<file path="src/hw/rtl/pli_pkg.sv">
// Shared types and codes for the positional list unit.
// Depends on nothing; used by pli_cell and positional_list_insert_delete_unit.
package pli_pkg;

    localparam int DATA_W    = 32;
    localparam int POS_W     = 7;
    localparam int CMD_W     = 2;
    localparam int STATUS_W  = 2;
    localparam int CAPACITY_DEFAULT = 16;

    localparam logic [CMD_W-1:0] CMD_INSERT = 2'd0;
    localparam logic [CMD_W-1:0] CMD_DELETE = 2'd1;
    localparam logic [CMD_W-1:0] CMD_READ   = 2'd2;

    localparam logic [STATUS_W-1:0] ST_OK     = 2'd0;
    localparam logic [STATUS_W-1:0] ST_BADPOS = 2'd1;
    localparam logic [STATUS_W-1:0] ST_EMPTY  = 2'd2;
    localparam logic [STATUS_W-1:0] ST_FULL   = 2'd3;

    typedef struct packed {
        logic [CMD_W-1:0]         command;
        logic signed [DATA_W-1:0] value;
        logic [POS_W-1:0]         position;
    } t_in_beat;

    typedef struct packed {
        logic signed [DATA_W-1:0] entry_value;
        logic [STATUS_W-1:0]      status;
        logic [POS_W-1:0]         length;
        logic                     last;
    } t_out_beat;

    // Broadcast to every cell of the chain each cycle.
    typedef enum logic [1:0] {
        OP_HOLD,
        OP_INS,   // cells above idx take left neighbor, cell idx takes value
        OP_DEL,   // cells from idx upward take right neighbor
        OP_ROT    // cells below idx take right neighbor, cell idx takes cell 0
    } t_cell_op;

    typedef struct packed {
        t_cell_op                 op;
        logic [POS_W-1:0]         idx;
        logic signed [DATA_W-1:0] value;
    } t_cell_ctl;

endpackage

</file>
<file path="src/hw/rtl/pli_cell.sv">
// One storage cell of the list chain: holds one entry, shifts with neighbors.
// Depends on pli_pkg.
module pli_cell import pli_pkg::*; #(
    parameter int IDX = 0
) (
    input  logic                     i_clk,
    input  t_cell_ctl                i_ctl,
    input  logic signed [DATA_W-1:0] i_left,
    input  logic signed [DATA_W-1:0] i_right,
    input  logic signed [DATA_W-1:0] i_first,
    output logic signed [DATA_W-1:0] o_value
);

    localparam logic [POS_W-1:0] MY_IDX = POS_W'(IDX);

    logic signed [DATA_W-1:0] r_value;
    logic signed [DATA_W-1:0] n_value;

    always_comb begin
        n_value = r_value;
        case (i_ctl.op)
            OP_INS: begin
                if (MY_IDX > i_ctl.idx) begin
                    n_value = i_left;
                end else if (MY_IDX == i_ctl.idx) begin
                    n_value = i_ctl.value;
                end
            end
            OP_DEL: begin
                if (MY_IDX >= i_ctl.idx) begin
                    n_value = i_right;
                end
            end
            OP_ROT: begin
                if (MY_IDX == i_ctl.idx) begin
                    n_value = i_first;
                end else if (MY_IDX < i_ctl.idx) begin
                    n_value = i_right;
                end
            end
            default: n_value = r_value;
        endcase
    end

    always_ff @(posedge i_clk) begin
        r_value <= n_value;
    end

    assign o_value = r_value;

endmodule

</file>
<file path="src/hw/rtl/positional_list_insert_delete_unit.sv">
// Top level of the positional list unit: command decode, counter, output beat
// register and the row of pli_cell storage cells. Depends on pli_pkg, pli_cell.
//
// Usage:
//   Input channel (i_in_valid / o_in_ready / i_in_data) takes one command beat:
//   insert, delete or read out. Output channel (o_out_valid / i_out_ready /
//   o_out_data) returns result beats, the final one of a command marked last.
//   Insert and delete shift the affected cells at once in the accept cycle;
//   their single result beat appears in the output register on the next
//   cycle. Throughput is one command per cycle while the receiver keeps up.
//   Read out rotates the first length cells toward cell 0, one beat per cycle
//   while the receiver keeps up; an empty list gives one status beat. No new
//   command is taken until the last beat of a read is loaded. After length
//   rotations the list is back in its original order.
//   A receiver stall holds the output register; the chain and the command
//   input wait with it. Reset (synchronous, active low) empties the list and
//   drops any pending beat; cell contents are not cleared.
//   Unused command codes answer with a wrong-position status and change nothing.
module positional_list_insert_delete_unit import pli_pkg::*; #(
    parameter int CAPACITY = CAPACITY_DEFAULT
) (
    input  logic      i_clk,
    input  logic      i_rst_n,
    input  logic      i_in_valid,
    output logic      o_in_ready,
    input  t_in_beat  i_in_data,
    output logic      o_out_valid,
    input  logic      i_out_ready,
    output t_out_beat o_out_data
);

    localparam int CW = $clog2(CAPACITY + 1);
    localparam logic [CW-1:0] CAP_C = CW'(CAPACITY);

    typedef enum logic {
        S_IDLE,
        S_READ
    } t_state;

    t_state          r_state, n_state;
    logic [CW-1:0]   r_count, n_count;
    logic [CW-1:0]   r_remain, n_remain;
    logic            r_out_valid, n_out_valid;
    t_out_beat       r_out, n_out;

    t_cell_ctl                cell_ctl;
    logic signed [DATA_W-1:0] cell_q [CAPACITY];

    logic             out_free;
    logic             accept;
    logic [POS_W-1:0] cnt7;
    logic [POS_W-1:0] pos;

    assign out_free   = !r_out_valid || i_out_ready;
    assign o_in_ready = (r_state == S_IDLE) && out_free;
    assign accept     = i_in_valid && o_in_ready;
    assign cnt7       = POS_W'(r_count);
    assign pos        = i_in_data.position;

    always_comb begin
        n_state     = r_state;
        n_count     = r_count;
        n_remain    = r_remain;
        n_out_valid = r_out_valid && !i_out_ready;
        n_out       = r_out;
        cell_ctl.op    = OP_HOLD;
        cell_ctl.idx   = '0;
        cell_ctl.value = i_in_data.value;

        case (r_state)
            S_IDLE: begin
                if (accept) begin
                    n_out_valid       = 1'b1;
                    n_out.entry_value = '0;
                    n_out.status      = ST_OK;
                    n_out.length      = cnt7;
                    n_out.last        = 1'b1;
                    case (i_in_data.command)
                        CMD_INSERT: begin
                            if (r_count >= CAP_C) begin
                                n_out.status = ST_FULL;
                            end else if (r_count == '0 || pos == 7'd1) begin
                                cell_ctl.op  = OP_INS;
                                cell_ctl.idx = '0;
                            end else if (pos == '0) begin
                                cell_ctl.op  = OP_INS;
                                cell_ctl.idx = cnt7;
                            end else if (pos <= cnt7) begin
                                cell_ctl.op  = OP_INS;
                                cell_ctl.idx = pos - 7'd1;
                            end else begin
                                n_out.status = ST_BADPOS;
                            end
                            if (cell_ctl.op == OP_INS) begin
                                n_count      = r_count + 1'b1;
                                n_out.length = POS_W'(n_count);
                            end
                        end
                        CMD_DELETE: begin
                            if (r_count == '0) begin
                                n_out.status = ST_EMPTY;
                            end else if (pos == '0) begin
                                cell_ctl.op  = OP_DEL;
                                cell_ctl.idx = cnt7 - 7'd1;
                            end else if (pos <= cnt7) begin
                                cell_ctl.op  = OP_DEL;
                                cell_ctl.idx = pos - 7'd1;
                            end else begin
                                n_out.status = ST_BADPOS;
                            end
                            if (cell_ctl.op == OP_DEL) begin
                                n_count      = r_count - 1'b1;
                                n_out.length = POS_W'(n_count);
                            end
                        end
                        CMD_READ: begin
                            if (r_count == '0) begin
                                n_out.status = ST_EMPTY;
                            end else begin
                                // first entry goes out now, rest follow from S_READ
                                cell_ctl.op       = OP_ROT;
                                cell_ctl.idx      = cnt7 - 7'd1;
                                n_out.entry_value = cell_q[0];
                                n_out.last        = (r_count == CW'(1));
                                n_remain          = r_count - 1'b1;
                                if (r_count != CW'(1)) begin
                                    n_state = S_READ;
                                end
                            end
                        end
                        default: begin
                            n_out.status = ST_BADPOS;
                        end
                    endcase
                end
            end
            S_READ: begin
                if (out_free) begin
                    cell_ctl.op       = OP_ROT;
                    cell_ctl.idx      = cnt7 - 7'd1;
                    n_out_valid       = 1'b1;
                    n_out.entry_value = cell_q[0];
                    n_out.status      = ST_OK;
                    n_out.length      = cnt7;
                    n_out.last        = (r_remain == CW'(1));
                    n_remain          = r_remain - 1'b1;
                    if (r_remain == CW'(1)) begin
                        n_state = S_IDLE;
                    end
                end
            end
            default: n_state = S_IDLE;
        endcase
    end

    always_ff @(posedge i_clk) begin
        if (!i_rst_n) begin
            r_state     <= S_IDLE;
            r_count     <= '0;
            r_remain    <= '0;
            r_out_valid <= 1'b0;
        end else begin
            r_state     <= n_state;
            r_count     <= n_count;
            r_remain    <= n_remain;
            r_out_valid <= n_out_valid;
        end
        r_out <= n_out;
    end

    // Cell row: left neighbor feeds inserts, right neighbor feeds deletes and
    // rotation, cell 0 wraps around to the tail during read out.
    for (genvar g = 0; g < CAPACITY; g++) begin : g_cell
        logic signed [DATA_W-1:0] left_v;
        logic signed [DATA_W-1:0] right_v;
        if (g == 0) begin : g_lo
            assign left_v = cell_q[g];
        end else begin : g_lo
            assign left_v = cell_q[g-1];
        end
        if (g == CAPACITY - 1) begin : g_hi
            assign right_v = cell_q[g];
        end else begin : g_hi
            assign right_v = cell_q[g+1];
        end
        pli_cell #(
            .IDX(g)
        ) u_cell (
            .i_clk   (i_clk),
            .i_ctl   (cell_ctl),
            .i_left  (left_v),
            .i_right (right_v),
            .i_first (cell_q[0]),
            .o_value (cell_q[g])
        );
    end

    assign o_out_valid = r_out_valid;
    assign o_out_data  = r_out;

endmodule
</file>
<file path="config.mk">
export PLATFORM = sky130hd
export DESIGN_NAME = positional_list_insert_delete_unit
export DESIGN_NICKNAME = d
export VERILOG_FILES = /design/src/hw/rtl/pli_pkg.sv /design/src/hw/rtl/pli_cell.sv /design/src/hw/rtl/positional_list_insert_delete_unit.sv
export SDC_FILE = /design/constraint.sdc
export NUM_CORES = 1
export LEC_CHECK = 0
export BUFFER_PORTS_ARGS = -buffer_cell sky130_fd_sc_hd__clkbuf_2
export CAP_MARGIN = 20
export CELL_PAD_IN_SITES_DETAIL_PLACEMENT = 1
export CELL_PAD_IN_SITES_GLOBAL_PLACEMENT = 1
export CORE_MARGIN = 2
export CORE_UTILIZATION = 37
export CTS_CLUSTER_SIZE = 12
export DETAILED_ROUTE_END_ITERATION = 8
export GPL_TIMING_DRIVEN = 0
export PLACE_DENSITY_LB_ADDON = 0.05
export SETUP_SLACK_MARGIN = 0.5
export SYNTH_ARGS = -nofsm -noshare
export SYNTH_HDL_FRONTEND = slang
export SYNTH_HIERARCHICAL = 1
export SYNTH_SLANG_ARGS = --single-unit
</file>
<file path="constraint.sdc">
create_clock -name i_clk -period 8.87 [get_ports i_clk]
set_clock_uncertainty 0.15 [all_clocks]
set_input_delay 1.3305 -clock i_clk [delete_from_list [all_inputs] [get_ports i_clk]]
set_output_delay 1.3305 -clock i_clk [all_outputs]
set_load 0.02 [all_outputs]
</file>
Yosys cells after proc, flatten, opt, wreduce, memory -nomap -nowiden. Index checks and enable logic that the tools add are counted.

Bits in read-only memories: 0. Output and inout bits: 44. Bits in registers: 566. Bits in writable memories: 0. Memories: 0. Latch bits: 0.

Multiply operators: 0. Add/sub/neg operators: 5. $lt $le $gt $ge: 48. Equal/unequal tests: 81. Bitwise logic cells: 1. Divide/modulo/power cells: 0. Shifts and indexed selects: 0. Reductions and logical operators: 33. Mux-type cells: 147.

Operators by type and width (count): 32-bit two-way mux (80); 32-bit one-hot mux with 3 select lines (15); 9-bit two-way mux (12); 3-bit by 1-bit inequality test with 1-bit output (second input constant) (29); 42-bit two-way mux (2); 42-bit one-hot mux with 2 select lines (1); 32-bit one-hot mux with 2 select lines (1); 4-bit AND reduction (15); 4-bit by 7-bit == test with 1-bit output (first input constant) (8); 4-bit by 7-bit > comparator with 1-bit output (first input constant) (8); 4-bit by 7-bit >= comparator with 1-bit output (first input constant) (7); 4-bit by 7-bit < comparator with 1-bit output (first input constant) (7); 5-bit two-way mux (8); 2-bit by 1-bit inequality test with 1-bit output (second input constant) (20); 8-bit two-way mux (4); 3-bit by 7-bit == test with 1-bit output (first input constant) (4); 3-bit by 7-bit >= comparator with 1-bit output (first input constant) (4); 3-bit by 7-bit > comparator with 1-bit output (first input constant) (4); 3-bit by 7-bit < comparator with 1-bit output (first input constant) (4); 9-bit one-hot mux with 3 select lines (1); 5-bit one-hot mux with 2 select lines (2); 9-bit one-hot mux with 2 select lines (1); 2-bit by 7-bit == test with 1-bit output (first input constant) (2); 1-bit by 7-bit >= comparator with 1-bit output (first input constant) (2); other kinds (36) (74).

Logic depth before layout (Yosys ltp).
Word-level depth: 15. Gate-level depth with buffers: 16. Mapped depth without buffers: 12.

Hierarchy. The synthesis kept the hierarchy.

By module, submodules not included: positional_list_insert_delete_unit (instances 1, cells an instance 324, sequential area each 1441.4 µm², area an instance 3141.8 µm²); pli_cell at g_cell[15].u_cell (instances 1, cells an instance 279, sequential area each 960.9 µm², area an instance 3022.9 µm²); pli_cell at g_cell[13].u_cell (instances 1, cells an instance 258, sequential area each 960.9 µm², area an instance 2720.1 µm²); pli_cell at g_cell[8].u_cell (instances 1, cells an instance 250, sequential area each 960.9 µm², area an instance 2660.1 µm²); pli_cell at g_cell[12].u_cell (instances 1, cells an instance 272, sequential area each 960.9 µm², area an instance 2528.7 µm²); pli_cell at g_cell[14].u_cell (instances 1, cells an instance 188, sequential area each 960.9 µm², area an instance 2353.5 µm²); pli_cell at g_cell[4].u_cell (instances 1, cells an instance 193, sequential area each 960.9 µm², area an instance 2294.7 µm²); pli_cell at g_cell[2].u_cell (instances 1, cells an instance 192, sequential area each 960.9 µm², area an instance 2175.8 µm²); pli_cell at g_cell[6].u_cell (instances 1, cells an instance 191, sequential area each 960.9 µm², area an instance 2167.1 µm²); pli_cell at g_cell[10].u_cell (instances 1, cells an instance 149, sequential area each 960.9 µm², area an instance 2094.5 µm²); pli_cell at g_cell[7].u_cell (instances 1, cells an instance 148, sequential area each 960.9 µm², area an instance 2088.3 µm²); pli_cell at g_cell[0].u_cell (instances 1, cells an instance 180, sequential area each 960.9 µm², area an instance 1924.3 µm²); pli_cell at g_cell[1].u_cell (instances 1, cells an instance 155, sequential area each 960.9 µm², area an instance 1898.1 µm²); pli_cell at g_cell[5].u_cell (instances 1, cells an instance 153, sequential area each 960.9 µm², area an instance 1894.3 µm²); 3 more rows.

Least setup slack after synthesis. No wires, ideal clock.

Kind: input port to flip-flop. Start point: input port i_in_data[4] in the netlist's numbering. End point: register g_cell[15].u_cell.r_value[0] (enable). Library setup time: 0.480 ns. Buffers on the path: 2. Stages: 11. Slack: -0.813 ns. Arrival: 9.053 ns. Cells stage by stage: ha_1 -> a21oi_1 -> nand2_1 -> o21ai_2 -> nor3b_1 -> o21a_1 -> o21ai_0 -> buf_2 -> clkbuf_1 -> a21oi_1 -> a311oi_1.

RTL lines: start, declared (RTL line positional_list_insert_delete_unit.sv:26) `input t_in_beat i_in_data,`; end signal, assigned (RTL line pli_cell.sv:46) `r_value <= n_value;`; end, declared (RTL line pli_cell.sv:16) `logic signed [DATA_W-1:0] r_value;`.

==> run summary <==
status: completed
final hold vios: 0
wirelength, routed: 186,000 um
clock share of power: 37.1%
global-route wire length before repair: 261,000 um
setup violators final: 0
hold buffer count at cts: 0
layout cells sized above 1: 23.3%
worst reg2reg endpoint: g_cell[2].u_cell/o_value[24]
post-route ant nets: 0
Yosys reg bits: 564
Congestion Overflow GR: 0
Final nets: 3,632
worst r2r src: r_count[0]
Worst setup EP type: flop
CP Launch Type: flop
Synth async-reset ratio: 0%
GP Congestion: 0.917
GR Util All Layers: 34.2%
Flop pwr share: 44.0%
die area: 106,000 sq um
Pre-Repair DR Iteration Count: 6
post-CTS resize count: 0
antenna violations before repair: 9
hold_sp: r_remain[0]
Synth cell types: 106
HP Class: flop to flop
Pleak: 14.8 nW
Clock Tree Buf Depth: 3
synthesized cell area: 38,400 sq um
Wirelength per Cell: 37.2 um
kind of critical path: flop to flop
worst slew pin tran: 1.11 ns
CTS tree: done
H-Tree Depth: 3
CTS Buf Count: 75
FF-to-FF path depth: 17
cell repeated most along the worst path: clkbuf_1
DR DRC count: 0
CP required: 9.06 ns
Power Total: 7.74 mW
FF-to-FF setup slack: 2.39 ns
sw frac: 31.3%
cell count after placement: 4,877
Vias: 33,005
critical path arrival: 6.67 ns
Synth-to-Final Area Change: 16.0%
critical path startpoint: r_count[0]
Syn Inst Count: 3,342
combinational share of power: 18.8%
CTS Sinks: 564
Max Cap Viol: 0
Pwr Density: 174 nW/um^2
initial DRC count: 3,330
RSZ-0062 raised after global routing: false
CP max-delay cell: and3_2
Setup WS post-layout: 2.39 ns
Peak VDD IR: 0.150 mV
Internal: 5.32 mW
Hold Crit Endpoint: r_remain[0]
via count of the first global-routing pass: 34,311
Final Cell Area: 44,500 sq um
Std-Cell Rows: 118
Die Width: 326 um
Die H: 326 um
fillers: 10,866
clock root buffer: clkbuf_16
post-placement cell area: 42,300 sq um
max incr delay on CP: 0.63 ns
largest net degree at the start of global routing: 33
initial cell density of the core: 37.2%
Clk pin slew, worst setup/hold paths: 0.05 ns
Yosys Warn Count: 6
fin crit period: 6.48 ns
Mean Syn Cell Area: 11.5 sq um
sequential share of the synthesized area: 43.8%
ys flop type: edfxtp_1
Vias/cell: 6.58
Sw Pwr: 2.42 mW
relative slew slack: 26.1%
core footprint: 103,000 sq um
Critical Path Fanout Max: 23
Setup Buffers After CTS: 0
io pins: 89
CP cell instances: clkbuf_1, inv_1, ha_1, nor3b_2, nand2_1, nand2b_1, o21ai_1, and3_2, or2_2, buf_12, or4_4, or3_1, clkbuf_1, clkbuf_1, nand3_1, a21oi_4, buf_12
fin cells: 5,015
FMAX: 0.154 GHz
hold path depth: 2
worst slack, placed: 2.07 ns
Crit path buffers/inverters: 6
IO Port Bufs: 85
worst-skew pair later-pin latency: 0.68 ns
max-slew violations: 0
cell family with most CP delay: simple AND/OR/NAND/NOR gates
crit share post-route: 73.0%
placed wire-length estimate: 140,000 um
number of synthesized flops with an enable pin: 552
==> cells by family after synthesis <==
logic type | share of synthesized area (%)
and+or+nand+nor | 14.6
buffers and inverters | 6.08
other | 0.00976
adders and majority gates | 0.417
xor gates and xnor gates | 0.274
DFF | 43.8
AOI/OAI and AO/OA | 21.1
muxes | 13.7
==> power groups by stage <==
stage | Sequential [mW] | Combinational (mW) | Clock [mW]
4_1_cts | 3.40 | 1.43 | 2.92
6_report | 3.41 | 1.46 | 2.87
5_1_grt | 3.41 | 1.53 | 3.01
3_5_place_dp | 3.45 | 1.42 | 0
3_3_place_gp | 3.52 | 1.24 | 0
2_1_floorplan | 3.34 | 0.867 | 0
==> through the flow <==
step | TNS [ns] | hold WS, ns | util [%]
6_report | 0 | 0.393 | 43.2
3_5_place_dp | 0 | 0.376 | 41.0
5_1_grt | 0 | 0.426 | 43.1
4_1_cts | 0 | 0.392 | 43.1
2_1_floorplan | 0 | 0.321 | -
3_3_place_gp | -2958.84 | 0.354 | 39.3
==> cells in the mapped netlist, types with 45 or more instances <==
cell type,number,area share [%]
a22o_1,60,1.4
clkbuf_1,153,1.5
a21oi_1,73,0.95
o21ai_1,76,0.99
a211oi_1,74,1.4
nand4_1,66,1.1
buf_6,69,2.0
a221o_1,89,2.3
nand2_1,45,0.44
buf_2,77,1.0
edfxtp_1,552,43
o21ai_0,79,1.0
nor2_1,168,1.6
mux2i_1,491,13
a31oi_1,70,1.1
a211oi_2,120,3.9
nor3_1,223,2.9
nand2b_1,120,2.0
or2b_2,48,1.1
a22oi_1,95,1.9
nor2b_1,72,1.2
==> how the worst max path moves through the flow <==
stage / endpoint / slack (ns) / depth (start not counted)
after floorplan: g_cell[11].u_cell/o_value[0] / 0.72 / 11
after global placement: g_cell[11].u_cell/o_value[30] / -6.37 / 9
after detailed placement: g_cell[2].u_cell/o_value[4] / 2.07 / 16
after CTS: g_cell[2].u_cell/o_value[24] / 2.50 / 17
after global routing: g_cell[2].u_cell/o_value[16] / 2.22 / 17
final: g_cell[2].u_cell/o_value[24] / 2.39 / 17
==> cell usage in the layout (no fill, tap or decap), drive strengths merged, types with 9 or more instances in the layout <==
cell / count
a31oi: 71
a22o: 60
inv: 25
nor2: 173
clkbuf: 342
or3: 11
a211oi: 194
nor3: 247
ha: 12
a311oi: 34
edfxtp: 552
a21oi: 74
mux2i: 491
clkinv: 30
o41a: 32
a2111oi: 34
o21ai: 156
nand3: 20
mux2: 32
buf: 263
nor2b: 72
or2b: 48
nand2: 50
a221o: 91
nor4: 44
and3: 9
dfxtp: 12
nand2b: 120
o31ai: 69
nand4: 70
a22oi: 100
==> final cells by class <==
cell class / instances / area [sq um] / share of cell area [%]
multi-input cells: 2407 / 19500 / 43.7
flip-flops and latches: 564 / 16800 / 37.8
plain buffers: 352 / 2260 / 5.08
repair buffers: 155 / 2010 / 4.51
clock buffers: 98 / 1990 / 4.48
well taps: 1380 / 1730 / 3.88
clock inverters: 35 / 189 / 0.424
inverters: 20 / 75.1 / 0.169
diodes: 4 / 10.0 / 0.0225
==> worst register-to-register path, stage by stage, from the launching register on <==
cell and delay, ns:
dfxtp_1 0.54, clkbuf_1 0.44, inv_1 0.11, ha_1 0.34, nor3b_2 0.24, nand2_1 0.29, nand2b_1 0.17, o21ai_1 0.29
and3_2 0.63, or2_2 0.64, buf_12 0.29, or4_4 0.23, or3_1 0.10, clkbuf_1 0.26, clkbuf_1 0.46, nand3_1 0.22
a21oi_4 0.46, buf_12 0.26
==> flip-flops by register name, summed over array words and instances, names as in the netlist <==
register               count
o_out_valid                1
g_cell.u_cell/o_value    512
r_state                    1
r_count                    5
o_out_data                40
r_remain                   5
==> per-layer routing <==
| metal | share of wire, % | up-vias | GRT usage [%] | wire, um |
|---|---|---|---|---|
| met5 | 0 | - | 0 | 0 |
| met4 | 4.3 | 0 | 14.0 | 8050 |
| met3 | 8.1 | 416 | 8.14 | 15100 |
| met2 | 48 | 1596 | 56.8 | 88700 |
| met1 | 40 | 17133 | 42.6 | 74600 |
| li1 | - | 13860 | - | - |
Note: power is estimated with default switching activity, not from simulation.
